[config.mk]
export PLATFORM = sky130hd
export DESIGN_NAME = four_channel_sound_generator
export DESIGN_NICKNAME = d
export VERILOG_FILES = /design/src/rtl/core/fcsg_pkg.sv /design/src/rtl/core/fcsg_chan.sv /design/src/rtl/core/fcsg_filt.sv /design/src/rtl/core/four_channel_sound_generator.sv
export SDC_FILE = /design/constraint.sdc
export NUM_CORES = 2
export LEC_CHECK = 0
export BUFFER_PORTS_ARGS = -buffer_cell sky130_fd_sc_hd__buf_2
export CAP_MARGIN = 20
export CORE_AREA = 2 2 418 420
export CTS_CLUSTER_DIAMETER = 150
export CTS_CLUSTER_SIZE = 12
export DETAILED_ROUTE_END_ITERATION = 8
export DIE_AREA = 0 0 420 422
export GPL_TIMING_DRIVEN = 0
export PLACE_DENSITY = 0.59
export SKIP_CTS_REPAIR_TIMING = 1
export SLEW_MARGIN = 25
export SYNTH_ARGS = -nofsm -noshare
export SYNTH_HDL_FRONTEND = slang
export SYNTH_SLANG_ARGS = --single-unit
export TNS_END_PERCENT = 20
[constraint.sdc]
create_clock -name clk -period 12.35 [get_ports clk]
set_input_delay 1.8525 -clock clk [delete_from_list [all_inputs] [get_ports clk]]
set_output_delay 1.8525 -clock clk [all_outputs]
set_load 0.01 [all_outputs]
[src/rtl/core/fcsg_pkg.sv]
// ----------------------------------------------------------------------------
// fcsg_pkg - shared types and constants
// Register offsets, channel helper functions and the mixer status bundle
// used by the channel engine, the filter unit and the top level.
// ----------------------------------------------------------------------------
package fcsg_pkg;

  localparam int CYC_W      = 9;
  localparam int MAX_TICK   = 256;
  localparam int SEQ_PERIOD = 8192;
  localparam int SEQ_W      = $clog2(SEQ_PERIOD);
  localparam int RATE_W     = 17;
  localparam int RATE_RESET = 48000;
  localparam int CLK_LOG2   = 22;               // 4194304 Hz input clock
  localparam int ACC_W      = CLK_LOG2 + 4;
  localparam int PT_W       = 22;

  localparam logic [23:0] GAIN_INT  = 24'd7689;     // 3690988 / 480, integer part
  localparam logic [23:0] GAIN_FRAC = 24'd268;      // remainder of that division
  localparam logic [23:0] RECIP_15  = 24'd279621;   // ceil(2^22 / 15)
  localparam logic [23:0] HP_COEF   = 24'd16710107;

  localparam logic [5:0] ADDR_REG_LO = 6'h10;
  localparam logic [5:0] ADDR_REG_HI = 6'h25;
  localparam logic [5:0] ADDR_POWER  = 6'h26;
  localparam logic [5:0] ADDR_WAVE   = 6'h30;

  localparam logic [4:0] IX_NR10 = 5'h00;
  localparam logic [4:0] IX_NR11 = 5'h01;
  localparam logic [4:0] IX_NR12 = 5'h02;
  localparam logic [4:0] IX_NR13 = 5'h03;
  localparam logic [4:0] IX_NR14 = 5'h04;
  localparam logic [4:0] IX_NR21 = 5'h06;
  localparam logic [4:0] IX_NR22 = 5'h07;
  localparam logic [4:0] IX_NR23 = 5'h08;
  localparam logic [4:0] IX_NR24 = 5'h09;
  localparam logic [4:0] IX_NR30 = 5'h0A;
  localparam logic [4:0] IX_NR31 = 5'h0B;
  localparam logic [4:0] IX_NR32 = 5'h0C;
  localparam logic [4:0] IX_NR33 = 5'h0D;
  localparam logic [4:0] IX_NR34 = 5'h0E;
  localparam logic [4:0] IX_NR41 = 5'h10;
  localparam logic [4:0] IX_NR42 = 5'h11;
  localparam logic [4:0] IX_NR43 = 5'h12;
  localparam logic [4:0] IX_NR44 = 5'h13;
  localparam logic [4:0] IX_NR50 = 5'h14;
  localparam logic [4:0] IX_NR51 = 5'h15;

  localparam logic [14:0] LFSR_SEED = 15'h7FFF;

  localparam logic [7:0] DUTY_ROWS [4] = '{8'h80, 8'h81, 8'hE1, 8'h7E};
  localparam logic [6:0] NOISE_DIV [8] = '{7'd8, 7'd16, 7'd32, 7'd48,
                                           7'd64, 7'd80, 7'd96, 7'd112};

  typedef struct packed {
    logic              power;
    logic signed [8:0] lsum;
    logic signed [8:0] rsum;
    logic [3:0]        lvol;
    logic [3:0]        rvol;
  } mix_t;

  function automatic logic [10:0] reg_freq(input logic [7:0] lo, input logic [7:0] hi);
    reg_freq = {hi[2:0], lo};
  endfunction

  function automatic logic [PT_W-1:0] sq_period(input logic [10:0] f);
    logic [11:0] d;
    d = 12'd2048 - {1'b0, f};
    sq_period = {{(PT_W-14){1'b0}}, d, 2'b00};
  endfunction

  function automatic logic [PT_W-1:0] wave_period(input logic [10:0] f);
    logic [11:0] d;
    d = 12'd2048 - {1'b0, f};
    wave_period = {{(PT_W-13){1'b0}}, d, 1'b0};
  endfunction

  function automatic logic [PT_W-1:0] noise_period(input logic [7:0] r);
    noise_period = {{(PT_W-7){1'b0}}, NOISE_DIV[r[2:0]]} << r[7:4];
  endfunction

  // bit 11 set means overflow past 2047
  function automatic logic [11:0] sweep_calc(input logic [10:0] sh, input logic [2:0] shift,
                                             input logic neg);
    logic [11:0] d;
    d = {1'b0, sh >> shift};
    sweep_calc = neg ? ({1'b0, sh} - d) : ({1'b0, sh} + d);
  endfunction

endpackage

[src/rtl/core/fcsg_chan.sv]
// ----------------------------------------------------------------------------
// fcsg_chan - channel engine
// Register page, power, frame sequencer, length, envelope and sweep logic,
// and a shared period-timer stepper that walks the four channels one
// wrap per cycle. Presents the panned channel sums to the mixer.
// ----------------------------------------------------------------------------
module fcsg_chan import fcsg_pkg::*; (
  input  logic             clk,
  input  logic             rst_n,
  input  logic             wr_i,
  input  logic [5:0]       addr_i,
  input  logic [7:0]       data_i,
  input  logic             tick_i,
  input  logic [CYC_W-1:0] cyc_i,
  output logic             busy_o,
  output mix_t             mix_o
);

  typedef enum logic [1:0] {
    ST_IDLE  = 2'b01,
    ST_TIMER = 2'b10
  } st_t;

  st_t              st_r, st_nxt;
  logic [1:0]       ch_r, ch_nxt;
  logic [CYC_W-1:0] cyc_r, cyc_nxt;
  logic [CYC_W-1:0] rem_r, rem_nxt;

  logic [7:0]       raw_r   [22];
  logic [7:0]       raw_nxt [22];
  logic [7:0]       wave_r   [16];
  logic [7:0]       wave_nxt [16];
  logic             power_r, power_nxt;
  logic [SEQ_W-1:0] seq_cnt_r, seq_cnt_nxt;
  logic [2:0]       step_r, step_nxt;
  logic [3:0]       on_r, on_nxt;
  logic [3:0]       dac_r, dac_nxt;
  logic [3:0]       armed_r, armed_nxt;
  logic [8:0]       len_r   [4];
  logic [8:0]       len_nxt [4];
  logic [3:0]       env_vol_r   [3];
  logic [3:0]       env_vol_nxt [3];
  logic [2:0]       env_per_r   [3];
  logic [2:0]       env_per_nxt [3];
  logic [3:0]       env_tmr_r   [3];
  logic [3:0]       env_tmr_nxt [3];
  logic [2:0]       env_rise_r, env_rise_nxt;
  logic [PT_W-1:0]  pt_r   [4];
  logic [PT_W-1:0]  pt_nxt [4];
  logic [4:0]       pos_r   [3];
  logic [4:0]       pos_nxt [3];
  logic [10:0]      freq_r   [3];
  logic [10:0]      freq_nxt [3];
  logic [10:0]      sw_sh_r, sw_sh_nxt;
  logic [3:0]       sw_tmr_r, sw_tmr_nxt;
  logic [2:0]       sw_per_r, sw_per_nxt;
  logic [2:0]       sw_shift_r, sw_shift_nxt;
  logic             sw_neg_r, sw_neg_nxt;
  logic             sw_act_r, sw_act_nxt;
  logic [14:0]      lfsr_r, lfsr_nxt;

  logic [4:0]       idx;
  logic             trig_sq, trig_wave, trig_noise, sc;
  logic [1:0]       sq_ix;
  logic [10:0]      f_sq;
  logic [7:0]       env_reg, sw_reg;
  logic [11:0]      swc;
  logic [SEQ_W:0]   cnt_sum;
  logic [PT_W-1:0]  per_c, pte;
  logic             fb;

  assign idx = addr_i[4:0] - ADDR_REG_LO[4:0];

  always_comb begin
    st_nxt = st_r; ch_nxt = ch_r; cyc_nxt = cyc_r; rem_nxt = rem_r;
    raw_nxt = raw_r; wave_nxt = wave_r; power_nxt = power_r;
    seq_cnt_nxt = seq_cnt_r; step_nxt = step_r;
    on_nxt = on_r; dac_nxt = dac_r; armed_nxt = armed_r; len_nxt = len_r;
    env_vol_nxt = env_vol_r; env_per_nxt = env_per_r; env_tmr_nxt = env_tmr_r;
    env_rise_nxt = env_rise_r; pt_nxt = pt_r; pos_nxt = pos_r; freq_nxt = freq_r;
    sw_sh_nxt = sw_sh_r; sw_tmr_nxt = sw_tmr_r; sw_per_nxt = sw_per_r;
    sw_shift_nxt = sw_shift_r; sw_neg_nxt = sw_neg_r; sw_act_nxt = sw_act_r;
    lfsr_nxt = lfsr_r;
    trig_sq = 1'b0; trig_wave = 1'b0; trig_noise = 1'b0; sc = 1'b0;
    sq_ix = 2'd0; f_sq = '0; env_reg = '0; sw_reg = '0; swc = '0;
    cnt_sum = '0; per_c = '0; pte = '0; fb = 1'b0;

    if (wr_i) begin
      if (addr_i == ADDR_POWER) begin
        if (data_i[7] != power_r) begin
          on_nxt = '0; dac_nxt = '0; armed_nxt = '0;
          len_nxt = '{default: '0}; pt_nxt = '{default: '0};
          env_vol_nxt = '{default: '0}; env_per_nxt = '{default: '0};
          env_tmr_nxt = '{default: '0}; env_rise_nxt = '0;
          pos_nxt = '{default: '0}; freq_nxt = '{default: '0};
          sw_sh_nxt = '0; sw_tmr_nxt = '0; sw_per_nxt = '0; sw_shift_nxt = '0;
          sw_neg_nxt = 1'b0; sw_act_nxt = 1'b0;
          lfsr_nxt = LFSR_SEED; seq_cnt_nxt = '0; step_nxt = '0;
          power_nxt = data_i[7];
          if (data_i[7]) begin
            // rebuild from the register page
            len_nxt[0] = 9'd64 - {3'b0, raw_r[IX_NR11][5:0]};
            len_nxt[1] = 9'd64 - {3'b0, raw_r[IX_NR21][5:0]};
            len_nxt[2] = 9'd256 - {1'b0, raw_r[IX_NR31]};
            len_nxt[3] = 9'd64 - {3'b0, raw_r[IX_NR41][5:0]};
            armed_nxt = {raw_r[IX_NR44][6], raw_r[IX_NR34][6],
                         raw_r[IX_NR24][6], raw_r[IX_NR14][6]};
            freq_nxt[0] = reg_freq(raw_r[IX_NR13], raw_r[IX_NR14]);
            freq_nxt[1] = reg_freq(raw_r[IX_NR23], raw_r[IX_NR24]);
            freq_nxt[2] = reg_freq(raw_r[IX_NR33], raw_r[IX_NR34]);
            dac_nxt = {|raw_r[IX_NR42][7:3], raw_r[IX_NR30][7],
                       |raw_r[IX_NR22][7:3], |raw_r[IX_NR12][7:3]};
          end
        end
      end else if (addr_i >= ADDR_WAVE) begin
        wave_nxt[addr_i[3:0]] = data_i;
      end else if (addr_i >= ADDR_REG_LO && addr_i <= ADDR_REG_HI) begin
        raw_nxt[idx] = data_i;
        if (power_r) begin
          unique case (idx)
            IX_NR10: begin
              sw_per_nxt = data_i[6:4]; sw_shift_nxt = data_i[2:0]; sw_neg_nxt = data_i[3];
            end
            IX_NR11: len_nxt[0] = 9'd64 - {3'b0, data_i[5:0]};
            IX_NR21: len_nxt[1] = 9'd64 - {3'b0, data_i[5:0]};
            IX_NR12: begin
              dac_nxt[0] = |data_i[7:3];
              if (!dac_nxt[0]) on_nxt[0] = 1'b0;
            end
            IX_NR22: begin
              dac_nxt[1] = |data_i[7:3];
              if (!dac_nxt[1]) on_nxt[1] = 1'b0;
            end
            IX_NR13: freq_nxt[0] = reg_freq(raw_nxt[IX_NR13], raw_nxt[IX_NR14]);
            IX_NR23: freq_nxt[1] = reg_freq(raw_nxt[IX_NR23], raw_nxt[IX_NR24]);
            IX_NR14: begin
              armed_nxt[0] = data_i[6];
              freq_nxt[0] = reg_freq(raw_nxt[IX_NR13], raw_nxt[IX_NR14]);
              trig_sq = data_i[7]; sc = 1'b0;
            end
            IX_NR24: begin
              armed_nxt[1] = data_i[6];
              freq_nxt[1] = reg_freq(raw_nxt[IX_NR23], raw_nxt[IX_NR24]);
              trig_sq = data_i[7]; sc = 1'b1;
            end
            IX_NR30: begin
              dac_nxt[2] = data_i[7];
              if (!dac_nxt[2]) on_nxt[2] = 1'b0;
            end
            IX_NR31: len_nxt[2] = 9'd256 - {1'b0, data_i};
            IX_NR33: freq_nxt[2] = reg_freq(raw_nxt[IX_NR33], raw_nxt[IX_NR34]);
            IX_NR34: begin
              armed_nxt[2] = data_i[6];
              freq_nxt[2] = reg_freq(raw_nxt[IX_NR33], raw_nxt[IX_NR34]);
              trig_wave = data_i[7];
            end
            IX_NR41: len_nxt[3] = 9'd64 - {3'b0, data_i[5:0]};
            IX_NR42: begin
              dac_nxt[3] = |data_i[7:3];
              if (!dac_nxt[3]) on_nxt[3] = 1'b0;
            end
            IX_NR44: begin
              armed_nxt[3] = data_i[6];
              trig_noise = data_i[7];
            end
            default: ;
          endcase
        end
      end
    end

    if (trig_sq) begin
      sq_ix = {1'b0, sc};
      f_sq = sc ? reg_freq(raw_nxt[IX_NR23], raw_nxt[IX_NR24])
                : reg_freq(raw_nxt[IX_NR13], raw_nxt[IX_NR14]);
      env_reg = sc ? raw_nxt[IX_NR22] : raw_nxt[IX_NR12];
      freq_nxt[sq_ix] = f_sq;
      if (len_nxt[sq_ix] == 9'd0) len_nxt[sq_ix] = 9'd64;
      pt_nxt[sq_ix] = sq_period(f_sq);
      pos_nxt[sq_ix] = '0;
      on_nxt[sq_ix] = dac_nxt[sq_ix];
      env_vol_nxt[sq_ix] = env_reg[7:4];
      env_per_nxt[sq_ix] = env_reg[2:0];
      env_tmr_nxt[sq_ix] = (env_reg[2:0] != 3'd0) ? {1'b0, env_reg[2:0]} : 4'd8;
      env_rise_nxt[sq_ix] = env_reg[3];
      if (!sc) begin
        sw_reg = raw_nxt[IX_NR10];
        sw_sh_nxt = f_sq;
        sw_per_nxt = sw_reg[6:4];
        sw_shift_nxt = sw_reg[2:0];
        sw_neg_nxt = sw_reg[3];
        sw_tmr_nxt = (sw_reg[6:4] != 3'd0) ? {1'b0, sw_reg[6:4]} : 4'd8;
        sw_act_nxt = (sw_reg[6:4] != 3'd0) || (sw_reg[2:0] != 3'd0);
        if (sw_reg[2:0] != 3'd0) begin
          swc = sweep_calc(f_sq, sw_reg[2:0], sw_reg[3]);
          if (swc[11]) on_nxt[0] = 1'b0;
        end
      end
    end

    if (trig_wave) begin
      if (len_nxt[2] == 9'd0) len_nxt[2] = 9'd256;
      pt_nxt[2] = wave_period(freq_nxt[2]);
      pos_nxt[2] = '0;
      on_nxt[2] = dac_nxt[2];
    end

    if (trig_noise) begin
      env_reg = raw_nxt[IX_NR42];
      if (len_nxt[3] == 9'd0) len_nxt[3] = 9'd64;
      pt_nxt[3] = noise_period(raw_nxt[IX_NR43]);
      lfsr_nxt = LFSR_SEED;
      on_nxt[3] = dac_nxt[3];
      env_vol_nxt[2] = env_reg[7:4];
      env_per_nxt[2] = env_reg[2:0];
      env_tmr_nxt[2] = (env_reg[2:0] != 3'd0) ? {1'b0, env_reg[2:0]} : 4'd8;
      env_rise_nxt[2] = env_reg[3];
    end

    // frame sequencer: a tick is shorter than a sequencer period, so one step at most
    if (tick_i) begin
      cyc_nxt = cyc_i; rem_nxt = cyc_i; ch_nxt = 2'd0; st_nxt = ST_TIMER;
      cnt_sum = {1'b0, seq_cnt_r} + {{(SEQ_W+1-CYC_W){1'b0}}, cyc_i};
      if (cnt_sum >= (SEQ_W+1)'(SEQ_PERIOD)) begin
        seq_cnt_nxt = SEQ_W'(cnt_sum - (SEQ_W+1)'(SEQ_PERIOD));
        step_nxt = step_r + 3'd1;
        if (!step_nxt[0]) begin
          for (int c = 0; c < 4; c++) begin
            if (armed_r[c] && len_r[c] != 9'd0) begin
              len_nxt[c] = len_r[c] - 9'd1;
              if (len_nxt[c] == 9'd0) on_nxt[c] = 1'b0;
            end
          end
        end
        if ((step_nxt == 3'd2 || step_nxt == 3'd6) && sw_act_r) begin
          if (sw_tmr_r != 4'd0) sw_tmr_nxt = sw_tmr_r - 4'd1;
          if (sw_tmr_nxt == 4'd0) begin
            sw_tmr_nxt = (sw_per_r != 3'd0) ? {1'b0, sw_per_r} : 4'd8;
            if (sw_per_r != 3'd0) begin
              swc = sweep_calc(sw_sh_r, sw_shift_r, sw_neg_r);
              if (swc[11]) begin
                on_nxt[0] = 1'b0;
              end else if (sw_shift_r != 3'd0) begin
                sw_sh_nxt = swc[10:0];
                freq_nxt[0] = swc[10:0];
                swc = sweep_calc(sw_sh_nxt, sw_shift_r, sw_neg_r);
                if (swc[11]) on_nxt[0] = 1'b0;
              end
            end
          end
        end
        if (step_nxt == 3'd7) begin
          for (int e = 0; e < 3; e++) begin
            if (on_nxt[(e == 2) ? 3 : e] && env_per_r[e] != 3'd0) begin
              if (env_tmr_r[e] != 4'd0) env_tmr_nxt[e] = env_tmr_r[e] - 4'd1;
              if (env_tmr_nxt[e] == 4'd0) begin
                env_tmr_nxt[e] = {1'b0, env_per_r[e]};
                if (env_rise_r[e]) begin
                  if (env_vol_r[e] != 4'd15) env_vol_nxt[e] = env_vol_r[e] + 4'd1;
                end else if (env_vol_r[e] != 4'd0) begin
                  env_vol_nxt[e] = env_vol_r[e] - 4'd1;
                end
              end
            end
          end
        end
      end else begin
        seq_cnt_nxt = cnt_sum[SEQ_W-1:0];
      end
    end

    // shared timer stepper: one wrap per cycle, then on to the next channel
    if (st_r == ST_TIMER) begin
      unique case (ch_r)
        2'd0:    per_c = sq_period(freq_r[0]);
        2'd1:    per_c = sq_period(freq_r[1]);
        2'd2:    per_c = wave_period(freq_r[2]);
        default: per_c = noise_period(raw_r[IX_NR43]);
      endcase
      pte = (pt_r[ch_r] == '0) ? per_c : pt_r[ch_r];
      if (on_r[ch_r] && ({{(PT_W-CYC_W){1'b0}}, rem_r} >= pte)) begin
        rem_nxt = rem_r - pte[CYC_W-1:0];
        pt_nxt[ch_r] = per_c;
        unique case (ch_r)
          2'd0:    pos_nxt[0] = {2'b00, pos_r[0][2:0] + 3'd1};
          2'd1:    pos_nxt[1] = {2'b00, pos_r[1][2:0] + 3'd1};
          2'd2:    pos_nxt[2] = pos_r[2] + 5'd1;
          default: begin
            fb = lfsr_r[0] ^ lfsr_r[1];
            lfsr_nxt = {fb, lfsr_r[14:1]};
            if (raw_r[IX_NR43][3]) lfsr_nxt[6] = fb;
          end
        endcase
      end else begin
        if (on_r[ch_r]) pt_nxt[ch_r] = pte - {{(PT_W-CYC_W){1'b0}}, rem_r};
        rem_nxt = cyc_r;
        ch_nxt = ch_r + 2'd1;
        if (ch_r == 2'd3) st_nxt = ST_IDLE;
      end
    end
  end

  always_ff @(posedge clk) begin
    if (!rst_n) begin
      st_r <= ST_IDLE; ch_r <= '0; cyc_r <= '0; rem_r <= '0;
      raw_r <= '{default: '0}; wave_r <= '{default: '0}; power_r <= 1'b0;
      seq_cnt_r <= '0; step_r <= '0; on_r <= '0; dac_r <= '0; armed_r <= '0;
      len_r <= '{default: '0}; env_vol_r <= '{default: '0};
      env_per_r <= '{default: '0}; env_tmr_r <= '{default: '0}; env_rise_r <= '0;
      pt_r <= '{default: '0}; pos_r <= '{default: '0}; freq_r <= '{default: '0};
      sw_sh_r <= '0; sw_tmr_r <= '0; sw_per_r <= '0; sw_shift_r <= '0;
      sw_neg_r <= 1'b0; sw_act_r <= 1'b0; lfsr_r <= LFSR_SEED;
    end else begin
      st_r <= st_nxt; ch_r <= ch_nxt; cyc_r <= cyc_nxt; rem_r <= rem_nxt;
      raw_r <= raw_nxt; wave_r <= wave_nxt; power_r <= power_nxt;
      seq_cnt_r <= seq_cnt_nxt; step_r <= step_nxt; on_r <= on_nxt; dac_r <= dac_nxt;
      armed_r <= armed_nxt; len_r <= len_nxt; env_vol_r <= env_vol_nxt;
      env_per_r <= env_per_nxt; env_tmr_r <= env_tmr_nxt; env_rise_r <= env_rise_nxt;
      pt_r <= pt_nxt; pos_r <= pos_nxt; freq_r <= freq_nxt;
      sw_sh_r <= sw_sh_nxt; sw_tmr_r <= sw_tmr_nxt; sw_per_r <= sw_per_nxt;
      sw_shift_r <= sw_shift_nxt; sw_neg_r <= sw_neg_nxt; sw_act_r <= sw_act_nxt;
      lfsr_r <= lfsr_nxt;
    end
  end

  // channel levels, in sixtieths
  logic signed [7:0] lev [4];
  logic [7:0]        sq_mag [2];
  logic [7:0]        nz_mag;
  logic [7:0]        wbyte;
  logic [3:0]        wsamp;
  logic signed [5:0] wbase;
  logic signed [8:0] ls, rs;

  always_comb begin
    for (int c = 0; c < 2; c++) begin
      sq_mag[c] = {2'b00, env_vol_r[c], 2'b00};
      if (!on_r[c] || !dac_r[c] || env_vol_r[c] == 4'd0)
        lev[c] = '0;
      else if (DUTY_ROWS[raw_r[(c == 0) ? IX_NR11 : IX_NR21][7:6]][pos_r[c][2:0]])
        lev[c] = signed'(sq_mag[c]);
      else
        lev[c] = -signed'(sq_mag[c]);
    end
    wbyte = wave_r[pos_r[2][4:1]];
    wsamp = pos_r[2][0] ? wbyte[3:0] : wbyte[7:4];
    wbase = signed'({1'b0, wsamp, 1'b0}) - 6'sd15;
    if (!on_r[2] || !dac_r[2]) begin
      lev[2] = '0;
    end else begin
      case (raw_r[IX_NR32][6:5])
        2'd1:    lev[2] = 8'(wbase) <<< 2;
        2'd2:    lev[2] = 8'(wbase) <<< 1;
        2'd3:    lev[2] = 8'(wbase);
        default: lev[2] = '0;
      endcase
    end
    nz_mag = {2'b00, env_vol_r[2], 2'b00};
    if (!on_r[3] || !dac_r[3] || env_vol_r[2] == 4'd0) lev[3] = '0;
    else if (lfsr_r[0]) lev[3] = -signed'(nz_mag);
    else lev[3] = signed'(nz_mag);
    ls = '0;
    rs = '0;
    for (int c = 0; c < 4; c++) begin
      if (raw_r[IX_NR51][4+c]) ls = ls + 9'(lev[c]);
      if (raw_r[IX_NR51][c])   rs = rs + 9'(lev[c]);
    end
  end

  assign mix_o.power = power_r;
  assign mix_o.lsum  = ls;
  assign mix_o.rsum  = rs;
  assign mix_o.lvol  = {1'b0, raw_r[IX_NR50][6:4]} + 4'd1;
  assign mix_o.rvol  = {1'b0, raw_r[IX_NR50][2:0]} + 4'd1;
  assign busy_o      = (st_r == ST_TIMER);

endmodule

[src/rtl/core/fcsg_filt.sv]
// ----------------------------------------------------------------------------
// fcsg_filt - gain and high-pass unit
// One side per run over a single shared 16x24 multiplier: gain scaling
// with rounding, the feedback product in two halves, then the output
// rounding and saturation. Holds the filter history of both sides.
// ----------------------------------------------------------------------------
module fcsg_filt import fcsg_pkg::*; (
  input  logic               clk,
  input  logic               rst_n,
  input  logic               clr_i,
  input  logic               start_i,
  input  logic               side_i,
  input  logic signed [8:0]  sum_i,
  input  logic [3:0]         vol_i,
  output logic               done_o,
  output logic signed [15:0] sample_o
);

  typedef enum logic [7:0] {
    F_IDLE = 8'b0000_0001,
    F_A    = 8'b0000_0010,
    F_B    = 8'b0000_0100,
    F_Q    = 8'b0000_1000,
    F_LO   = 8'b0001_0000,
    F_HI   = 8'b0010_0000,
    F_RND  = 8'b0100_0000,
    F_OUT  = 8'b1000_0000
  } fst_t;

  fst_t               st_r, st_nxt;
  logic               side_r, neg_r, done_r;
  logic [10:0]        mag_r;
  logic [23:0]        a_r;
  logic signed [24:0] x_r;
  logic [39:0]        prod_r, plo_r;
  logic [31:0]        r_r;
  logic signed [24:0] xp_r [2];
  logic signed [31:0] yp_r [2];
  logic signed [15:0] sample_r;

  logic [15:0]        mul_a;
  logic [23:0]        mul_b;
  logic signed [13:0] n_in;
  logic [31:0]        ymag;
  logic [13:0]        t_div;
  logic [23:0]        sumx;
  logic [55:0]        pfull;
  logic signed [33:0] y_full;
  logic signed [31:0] y_sat;
  logic [31:0]        yo_mag;
  logic [22:0]        o_mag;
  logic signed [15:0] o_val;

  assign n_in  = sum_i * signed'({1'b0, vol_i});
  assign ymag  = yp_r[side_r][31] ? (32'd0 - 32'(yp_r[side_r])) : 32'(yp_r[side_r]);
  assign t_div = 14'((prod_r[18:0] + 19'd240) >> 5);
  assign sumx  = a_r + {13'b0, prod_r[32:22]};
  assign pfull = {prod_r, 16'b0} + {16'b0, plo_r} + 56'h80_0000;

  always_comb begin
    y_full = 34'(x_r) - 34'(xp_r[side_r])
           + (yp_r[side_r][31] ? -34'(signed'({1'b0, r_r})) : 34'(signed'({1'b0, r_r})));
    if (y_full > 34'sh0_7FFF_FFFF) y_sat = 32'sh7FFF_FFFF;
    else if (y_full < -34'sh0_8000_0000) y_sat = 32'sh8000_0000;
    else y_sat = 32'(y_full);
    yo_mag = y_sat[31] ? (32'd0 - 32'(y_sat)) : 32'(y_sat);
    o_mag  = 23'((33'(yo_mag) + 33'd256) >> 9);
    if (!y_sat[31]) o_val = (o_mag > 23'd32767) ? 16'sh7FFF : 16'(o_mag);
    else o_val = (o_mag > 23'd32768) ? 16'sh8000 : -16'(o_mag);
  end

  always_comb begin
    st_nxt = st_r;
    mul_a  = {5'b0, mag_r};
    mul_b  = GAIN_INT;
    unique case (st_r)
      F_IDLE: if (start_i) st_nxt = F_A;
      F_A:    st_nxt = F_B;
      F_B:    begin mul_b = GAIN_FRAC; st_nxt = F_Q; end
      F_Q:    begin mul_a = {2'b0, t_div}; mul_b = RECIP_15; st_nxt = F_LO; end
      F_LO:   begin mul_a = ymag[15:0]; mul_b = HP_COEF; st_nxt = F_HI; end
      F_HI:   begin mul_a = ymag[31:16]; mul_b = HP_COEF; st_nxt = F_RND; end
      F_RND:  st_nxt = F_OUT;
      F_OUT:  st_nxt = F_IDLE;
      default: st_nxt = F_IDLE;
    endcase
  end

  always_ff @(posedge clk) begin
    prod_r <= mul_a * mul_b;
    if (st_r == F_IDLE && start_i) begin
      side_r <= side_i;
      neg_r  <= n_in[13];
      mag_r  <= n_in[13] ? 11'(-n_in) : 11'(n_in);
    end
    if (st_r == F_B) a_r <= prod_r[23:0];
    if (st_r == F_LO) x_r <= neg_r ? -25'(sumx) : 25'(sumx);
    if (st_r == F_HI) plo_r <= prod_r;
    if (st_r == F_RND) r_r <= pfull[55:24];
    if (st_r == F_OUT) sample_r <= o_val;
  end

  always_ff @(posedge clk) begin
    if (!rst_n) begin
      st_r   <= F_IDLE;
      done_r <= 1'b0;
      xp_r   <= '{default: '0};
      yp_r   <= '{default: '0};
    end else begin
      st_r   <= st_nxt;
      done_r <= (st_r == F_OUT);
      if (clr_i) begin
        xp_r <= '{default: '0};
        yp_r <= '{default: '0};
      end else if (st_r == F_OUT) begin
        xp_r[side_r] <= x_r;
        yp_r[side_r] <= y_sat;
      end
    end
  end

  assign done_o   = done_r;
  assign sample_o = sample_r;

endmodule

[src/rtl/core/four_channel_sound_generator.sv]
// ----------------------------------------------------------------------------
// four_channel_sound_generator - four-voice sound generator
// Takes register-write and time-advance words, produces filtered stereo
// sample words.
//
// Input channel: in_tuser = 0 writes in_tdata byte to the sound register page,
// in_tuser = 1 advances time by the cycle count. While powered, an advance
// steps the frame sequencer, then the shared timer stepper visits each
// channel and each period wrap, and each of up to three emitted samples has
// its left and right sides passed through the shared multiplier before
// hand-over; while powered off the samples are zero. in_tready is high only
// while the block is idle. Output channel: one word per sample, out_tlast on
// the last sample of an advance. A single output register holds a finished
// word while the next input is accepted; if the receiver stalls the next
// sample waits in the pending registers and the sequencer holds.
// Reset clears the page, the wave table and all channel state; the noise
// register seeds to all ones and the sample rate returns to 48000.
// cfg_we/cfg_wdata set the output sample rate; the user must write it only
// while idle, as the block itself does not enforce this.
// ----------------------------------------------------------------------------
module four_channel_sound_generator import fcsg_pkg::*; (
  input  logic        clk,
  input  logic        rst_n,
  input  logic        in_tvalid,
  output logic        in_tready,
  input  logic [23:0] in_tdata,   // reg_addr[5:0], write_data[13:6], cycle_count[22:14]
  input  logic        in_tuser,   // cmd
  output logic        out_tvalid,
  input  logic        out_tready,
  output logic [31:0] out_tdata,  // left_sample[15:0], right_sample[31:16]
  output logic        out_tlast,
  input  logic        cfg_we,
  input  logic [16:0] cfg_wdata
);

  typedef enum logic [5:0] {
    T_IDLE  = 6'b00_0001,
    T_CHAN  = 6'b00_0010,
    T_LEFT  = 6'b00_0100,
    T_WAITL = 6'b00_1000,
    T_WAITR = 6'b01_0000,
    T_PUSH  = 6'b10_0000
  } tst_t;

  tst_t               st_r, st_nxt;
  logic [RATE_W-1:0]  rate_r;
  logic [CLK_LOG2-1:0] racc_r;
  logic [1:0]         nsmp_r;
  logic signed [15:0] pend_l_r, pend_r_r;
  logic               out_valid_r, out_last_r;
  logic [31:0]        out_data_r;

  logic               accept, wr, tick, adv;
  logic [CYC_W-1:0]   cc, cyc;
  logic [ACC_W-1:0]   acc;
  logic [3:0]         due;
  logic               chan_busy;
  mix_t               mix;
  logic               filt_start, filt_side, filt_done, filt_clr;
  logic signed [15:0] filt_sample;
  logic               push_ok;

  assign in_tready = (st_r == T_IDLE);
  assign accept    = in_tvalid && in_tready;
  assign cc        = in_tdata[22:14];
  assign cyc       = (cc > CYC_W'(MAX_TICK)) ? CYC_W'(MAX_TICK) : cc;
  assign wr        = accept && !in_tuser;
  assign adv       = accept && in_tuser && (cyc != '0);
  assign tick      = adv && mix.power;
  assign filt_clr  = wr && (in_tdata[5:0] == ADDR_POWER) && (in_tdata[13] != mix.power);
  assign acc       = ACC_W'(racc_r) + ACC_W'(cyc) * ACC_W'(rate_r);
  assign due       = acc[ACC_W-1:CLK_LOG2];
  assign push_ok   = !out_valid_r || out_tready;

  assign filt_side  = (st_r == T_WAITL);
  assign filt_start = (st_r == T_LEFT && mix.power) || (st_r == T_WAITL && filt_done);

  fcsg_chan u_chan (
    .clk    (clk),
    .rst_n  (rst_n),
    .wr_i   (wr),
    .addr_i (in_tdata[5:0]),
    .data_i (in_tdata[13:6]),
    .tick_i (tick),
    .cyc_i  (cyc),
    .busy_o (chan_busy),
    .mix_o  (mix)
  );

  fcsg_filt u_filt (
    .clk      (clk),
    .rst_n    (rst_n),
    .clr_i    (filt_clr),
    .start_i  (filt_start),
    .side_i   (filt_side),
    .sum_i    (filt_side ? mix.rsum : mix.lsum),
    .vol_i    (filt_side ? mix.rvol : mix.lvol),
    .done_o   (filt_done),
    .sample_o (filt_sample)
  );

  always_comb begin
    st_nxt = st_r;
    unique case (st_r)
      T_IDLE:  if (adv) st_nxt = T_CHAN;
      T_CHAN:  if (!chan_busy) st_nxt = (nsmp_r == 2'd0) ? T_IDLE : T_LEFT;
      T_LEFT:  st_nxt = mix.power ? T_WAITL : T_PUSH;
      T_WAITL: if (filt_done) st_nxt = T_WAITR;
      T_WAITR: if (filt_done) st_nxt = T_PUSH;
      T_PUSH:  if (push_ok) st_nxt = (nsmp_r == 2'd1) ? T_IDLE : T_LEFT;
      default: st_nxt = T_IDLE;
    endcase
  end

  always_ff @(posedge clk) begin
    if (st_r == T_LEFT && !mix.power) begin
      pend_l_r <= '0;
      pend_r_r <= '0;
    end
    if (st_r == T_WAITL && filt_done) pend_l_r <= filt_sample;
    if (st_r == T_WAITR && filt_done) pend_r_r <= filt_sample;
    if (st_r == T_PUSH && push_ok) begin
      out_data_r <= {pend_r_r, pend_l_r};
      out_last_r <= (nsmp_r == 2'd1);
    end
  end

  always_ff @(posedge clk) begin
    if (!rst_n) begin
      st_r        <= T_IDLE;
      rate_r      <= RATE_W'(RATE_RESET);
      racc_r      <= '0;
      nsmp_r      <= '0;
      out_valid_r <= 1'b0;
    end else begin
      st_r <= st_nxt;
      if (cfg_we) rate_r <= cfg_wdata;
      if (adv) begin
        // surplus whole samples are dropped, only the fraction is kept
        racc_r <= acc[CLK_LOG2-1:0];
        nsmp_r <= (due > 4'd3) ? 2'd3 : due[1:0];
      end else if (st_r == T_PUSH && push_ok) begin
        nsmp_r <= nsmp_r - 2'd1;
      end
      if (st_r == T_PUSH && push_ok) out_valid_r <= 1'b1;
      else if (out_tready) out_valid_r <= 1'b0;
    end
  end

  assign out_tvalid = out_valid_r;
  assign out_tdata  = out_data_r;
  assign out_tlast  = out_last_r;

  a_idle_chan: assert property (@(posedge clk) disable iff (!rst_n)
    in_tready |-> !chan_busy)
    else $error("input taken while timer stepper busy");

  a_done_wait: assert property (@(posedge clk) disable iff (!rst_n)
    filt_done |-> (st_r == T_WAITL || st_r == T_WAITR))
    else $error("filter result outside a wait state");

  a_push_cnt: assert property (@(posedge clk) disable iff (!rst_n)
    (st_r == T_PUSH) |-> (nsmp_r != 2'd0))
    else $error("sample push with no samples due");

  a_push_hold: assert property (@(posedge clk) disable iff (!rst_n)
    (st_r == T_PUSH && out_valid_r && !out_tready) |=> (st_r == T_PUSH))
    else $error("pending sample lost under stall");

endmodule

==> Yosys cells after proc, flatten, opt, wreduce, memory -nomap -nowiden <==
Memories as Yosys holds them, arrays and structs flattened.
Index checks and enable logic that the tools add are counted.
{ "op_classes": {"addsub": 68, "multipliers": 3, "magnitude_cmp": 31, "n_eq_ne": 53, "n_shift": 5, "mux": 431, "bitwise_logic": 19, "reduce_logical": 124} }
{ "op_table": {"columns": ["operator", "count"], "rows": [
  ["$mux W175", 4],
  ["$mux W88", 7],
  ["$mux W36", 12],
  ["$mux W4", 83],
  ["$mux W9", 32],
  ["$mux W11", 25],
  ["$bwmux W88", 3],
  ["$mux W33", 8],
  ["$mux W32", 8],
  ["$mux W12", 17],
  ["$mux W15", 13],
  ["$bwmux W176", 1],
  ["$mux W22", 8],
  ["$mux W8", 17],
  ["$bwmux W128", 1],
  ["$mux W25", 4],
  ["$mux W16", 6],
  ["$mux W3", 31],
  ["$demux W22 S2", 2],
  ["$mux W1", 85],
  ["$pmux W24 S3", 1],
  ["$pmux W22 S3", 1],
  ["$mux W13", 5],
  ["$bwmux W64", 1],
  ["153 further kinds", 359]
]} }
{ "word_totals": {"reg_bits": 1027, "rom_bits": 112, "input_bits": 47, "out_inout_bits": 35, "wordCells": 847, "n_memories": 2} }
{ "mem_list": {"columns": ["memory", "depth", "word_bits", "read_ports", "rd_ports_with_merged_regs", "wr", "line", "text"], "rows": [
  ["(no name shown)", 8, 7, 1, 0, 0, "fcsg_pkg.sv:80", "noise_period = {{(PT_W-7){1'b0}}, NOISE_DIV[r[2:0]]} << r[7:4];"],
  ["(no name shown)", 8, 7, 1, 0, 0, "fcsg_pkg.sv:80", null]
]} }

==> Depth between registers and ports, before layout <==
{ "depth": {"word_depth": 44, "mapped_depth": 53, "ltp_nobuf": 46} }

==> By module <==
From an unflattened synthesis, not the netlist that was laid out.
{ "hier_totals": {"hier_cells": 9308, "hier_area_um2": 78910.7} }
{ "modules_own_cells": {"columns": ["mod", "n_inst", "cells_each", "area_each_um2", "seq_area_each_um2"], "rows": [
  ["fcsg_chan", 1, 4919, 37913.9, 10890.4],
  ["fcsg_filt", 1, 3402, 31084.8, 7287.0],
  ["four_channel_sound_generator", 1, 987, 9912.0, 2912.8]
]} }

==> Worst setup path before layout <==
OpenSTA, ideal clock, no wires.
{ "synth_timing": {"kind": "reg2reg", "startpoint": "register u_filt.side_r", "endpoint": "register u_filt.sample_r[3] (netlist: u_filt.sample_o[3]), data pin", "setup_ns": 0.271, "arrival_time_ns": 12.517, "required_time_ns": 12.079, "path_slack_ns": -0.438, "stages_incl_launch_ff": 54, "n_path_buf": 15, "synth_period_minus_slack_ns": 12.788, "cell_sequence": "edfxtp_1 > buf_1 > clkbuf_1 > buf_1 > clkbuf_1 > buf_1 > clkbuf_1 > clkbuf_1 > buf_1 > mux2_2 > ha_1 > fa_1 > nor2b_1 > o21ai_0 > a21boi_0 > o21ai_0 > a21boi_0 > o21ai_0 > (+18 left out) > xor3_1 > buf_2 > buf_2 > clkbuf_1 > clkbuf_1 > o21ai_0 > a21oi_1 > ha_1 > o21ai_0 > nor3b_2 > nand2_1 > or3_1 > o31ai_1 > or4b_1 > buf_2 > buf_6 > nor3_2 > o22ai_1"} }
{ "synth_via": {"elab_chain_cells": 15, "word_cells_on_any_way": 23, "cone_classes": "5 x add/sub; 4 x order compare; 13 x mux; 1 x bitwise"} }
{ "synth_lines": {"columns": ["item", "line", "text"], "rows": [
  ["start, declared", "fcsg_filt.sv:31", "logic side_r, neg_r, done_r;"],
  ["start signal, assigned", "fcsg_filt.sv:92", "side_r <= side_i;"],
  ["$not A1 Y2 (not written as such) (*)", "fcsg_filt.sv:61, fcsg_filt.sv:62", null],
  ["$mux W25 (not written as such) / $mux W32 (equally long branches) (3 in series)", "fcsg_filt.sv:61, fcsg_filt.sv:62", null],
  ["$sub A25 B25 Y26 / $mux W34 (equally long branches)", "fcsg_filt.sv:61, fcsg_filt.sv:62", null],
  ["$add A34 B34 Y34 (*)", "fcsg_filt.sv:62", "+ (yp_r[side_r][31] ? -34'(signed'({1'b0, r_r})) : 34'(signed'({1'b0, r_r})));"],
  ["$lt A34 B32 Y1", "fcsg_filt.sv:64", "else if (y_full < -34'sh0_8000_0000) y_sat = 32'sh8000_0000;"],
  ["$mux W32", "fcsg_filt.sv:64", null],
  ["$mux W32 (*)", "fcsg_filt.sv:63", "if (y_full > 34'sh0_7FFF_FFFF) y_sat = 32'sh7FFF_FFFF;"],
  ["$sub A1 B32 Y32", "fcsg_filt.sv:66", "yo_mag = y_sat[31] ? (32'd0 - 32'(y_sat)) : 32'(y_sat);"],
  ["$mux W32", "fcsg_filt.sv:66", null],
  ["$add A32 B9 Y32", "fcsg_filt.sv:67", "o_mag = 23'((33'(yo_mag) + 33'd256) >> 9);"],
  ["$gt A23 B15 Y1 (tied with other cells)", "fcsg_filt.sv:68", "if (!y_sat[31]) o_val = (o_mag > 23'd32767) ? 16'sh7FFF : 16'(o_mag);"],
  ["$mux W16, on equally long branches", "fcsg_filt.sv:68, fcsg_filt.sv:69", null],
  ["$mux W16 (*)", "fcsg_filt.sv:68", null],
  ["net u_filt.o_val[3]", "fcsg_filt.sv:52", "logic signed [15:0] o_val;"],
  ["end signal, assigned", "fcsg_filt.sv:100", "if (st_r == F_OUT) sample_r <= o_val;"],
  ["end, declared", "fcsg_filt.sv:39", "logic signed [15:0] sample_r;"]
]} }
The timed path passes the listed nets; every way through them passes the cells marked *. The select of a mux whose other input is x is not followed.
A chain may end at the register's enable or synchronous reset.

==> Worst setup path in the final report <==
{ "layout_timing": {"startpoint": "register u_filt.side_r", "endpoint": "register u_filt.sample_r[0] (netlist: u_filt.sample_o[0]), data pin"} }
Same word-level chain as after synthesis.

==> run metrics <==
Final Total Pwr=7.20 mW; Setup-failing EPs final=0; Power per Cell Area=85.5 nW/um2; vias in the first global route=67,421; #FFs+latches synth=954; Max Freq=84.3 MHz; H-tree levels=3; routed vias/inst=5.99; first-pass GRT wire length=around 430 mm; drt drc=0; CP endpoint kind=flip-flop; Syn Std Cell Area=77,400 um2; Synth Flop Type=dfxtp_1; Skew-Pair Late Insertion Delay=760 ps; CTS tree=yes; status=complete, no violations; final cycle utilization of the critical path=0.960; Tightest Hold Check Type=reg -> reg; Slew @ Worst Pin=1230 ps; PortBufs=between 70 and 80; Slew Limit Fails=0; Max Fanout on Critical Path=10; fin nets=10,356; Slowest-stage cell, CP=or4_4; gr usage total=0.320; share of layout cells above drive strength 1=0.0607; Die X=420 um; crit path DAT=12,410 ps; DIE HEIGHT=422 um; global placement routability congestion=1.01; TritonCTS Buffers=91; cell taking the most area after synthesis=dfxtp_1; DP HPWL=224 mm; Reg2Reg Launch Point=u_filt.side_r; Unique masters post-synth=102; asr flop ratio synth=0; wire per inst=24.5 um; Leak=between 30 and 40 nW; grt ovf=0; FP Rows=153; setup_tns=0 ps; number of synthesized flops with an enable pin=approximately 200; Peak VDD IR=0.114 mV; final instance count without filler cells=11,774; Core ar.=173,000 um2; Worst Hold Slack=slightly above 400 ps; area delta synth->final=8.90%; Area contributors post-synth=dfxtp_1 (20%), fa_1 (11%), ha_1 (7.9%); first-iteration detailed-routing DRC count=7,310; hold path cells=0; Sink Count=between 900 and 1,000; Die ar.=177,000 um2; via count=between 70,000 and 80,000; Setup crit start=u_filt.side_r; Reg clk slew, reported paths=60 ps; Antenna Violating Nets Remaining=0; commonest non-fill, non-tap cell in the layout=nor2_1; Worst path max stage delay=just under 600 ps; most frequent cells in the layout=nor2_1 (1,143), nand2_1 (839), dfxtp_1 (755), inv_1 (696), a21oi_1 (684); CP Launch Type=flip-flop; Worst Skew=between 50 and 60 ps; clock buffer depth=3; dpl cells=11,614; initial antenna violation count=6; Initial Util=0.447; final core occ=0.487; largest net degree at the start of global routing=35; Top-Level Pins=82; Syn Inst Count=9,184; wirelength, routed=289 mm; crit path kind=reg -> reg; Mean Syn Cell Area=8.42 um2; # Max-Cap Violations=0; DRT Pass-1 Iters=8; clk root buf=clkbuf_16; Crit path top cell by count=buf_6; worst hold start=pend_l_r[3]; Tmin final=11,860 ps; relative slew slack=0.175; R2R depth=53; Critical Path RT=12,890 ps; YS warnings=0; Hold Vio Cnt, Final=0; Seq/Total Area, Yosys=0.273; Synth top area share=0.195
==> path summary, 6_finish.rpt <==
kind	end	slack, ps
worst max-delay path	u_filt.sample_o[0]	490
worst min-delay path	out_tdata[3]	410
worst max register to register	u_filt.sample_o[0]	490
worst min register to register	out_tdata[3]	410
==> layer usage <==
| layer | routed length [um] | up-vias | track usage |
|---|---|---|---|
| met4 | 14500 | 4 | 0.138 |
| met3 | 24300 | 627 | 0.0545 |
| met5 | 29 | - | 0 |
| met1 | 123000 | 34384 | 0.438 |
| met2 | 127000 | 3078 | 0.495 |
| li1 | - | 32383 | - |
==> worst max-delay path: cells and delay by family (launching register included) <==
kind / cells / cell delay (ps)
AO/OA/AOI/OAI: 23 / 4430
buffers and inverters: 16 / 2600
AND/OR/NAND/NOR: 5 / 1430
adder cells (fa/ha/maj): 5 / 1330
XOR/XNOR: 3 / 1070
flip-flops: 1 / 400
multiplexers: 1 / 350
==> where the power goes <==
group,internal (mW),switching (mW)
clock,1.38,1.33
sequential,3.22,0.0783
combinational,0.459,0.731
==> cell families after synthesis <==
group / Yosys count / share of synthesized area
other: 2 / 0.0000971
buffers and inverters: 1217 / 0.0595
flip-flops: 954 / 0.273
XOR/XNOR: 460 / 0.0525
adder cells (fa/ha/maj): 906 / 0.187
multiplexers: 550 / 0.0829
AO/OA/AOI/OAI: 1979 / 0.161
AND/OR/NAND/NOR: 3116 / 0.185
==> registers in the layout, summed over array words and instances, names as in the netlist, 17 cells and up <==
| signal | count |
|---|---|
| u_chan.freq_r | 33 |
| u_filt.a_r | 24 |
| u_filt.yp_r | 64 |
| rate_r | 17 |
| u_filt.xp_r | 50 |
| out_tdata | 32 |
| u_chan.raw_r | 123 |
| u_filt.r_r | 32 |
| u_chan.pt_r | 88 |
| racc_r | 22 |
| u_filt.plo_r | 24 |
| u_filt.x_r | 25 |
| u_chan.wave_r | 128 |
| u_filt.prod_r | 40 |
| u_chan.len_r | 36 |
==> stage by stage <==
step                      instance area, um2  worst slack (ps)
after global routing                   84200             -36.5
after floorplan                        77400               109
after CTS                              83600             -3950
after detailed placement               81100             -3840
after global placement                 80700             -3750
final                                  84200               489
==> cells in the mapped netlist, drive strengths merged, types with 82 or more instances <==
cell and n:
dfxtp 755, fa 417, nor2 1146, clkbuf 434, nor3 237, nand2 840
ha 489, nand3 205, a31oi 97, a211oi 135, xor2 163, mux2i 425
inv 701, xnor2 295, and3 82, a21oi 686, o21ai 395, edfxtp 199
and2 123, o22ai 89
==> cell type report <==
| type | count | area, um2 |
|---|---|---|
| well taps | 2325 | 2910 |
| fillers | 16742 | 88600 |
| inverters | 703 | 2640 |
| flip-flops and latches | 954 | 21100 |
| diodes | 6 | 15.0 |
| clock buffers | 125 | 2460 |
| clock inverters | 8 | 90.1 |
| plain buffers | 512 | 2110 |
| multi-input cells | 7020 | 52200 |
| repair buffers | 121 | 752 |
No activity file was read; power rests on OpenSTA's default activity.
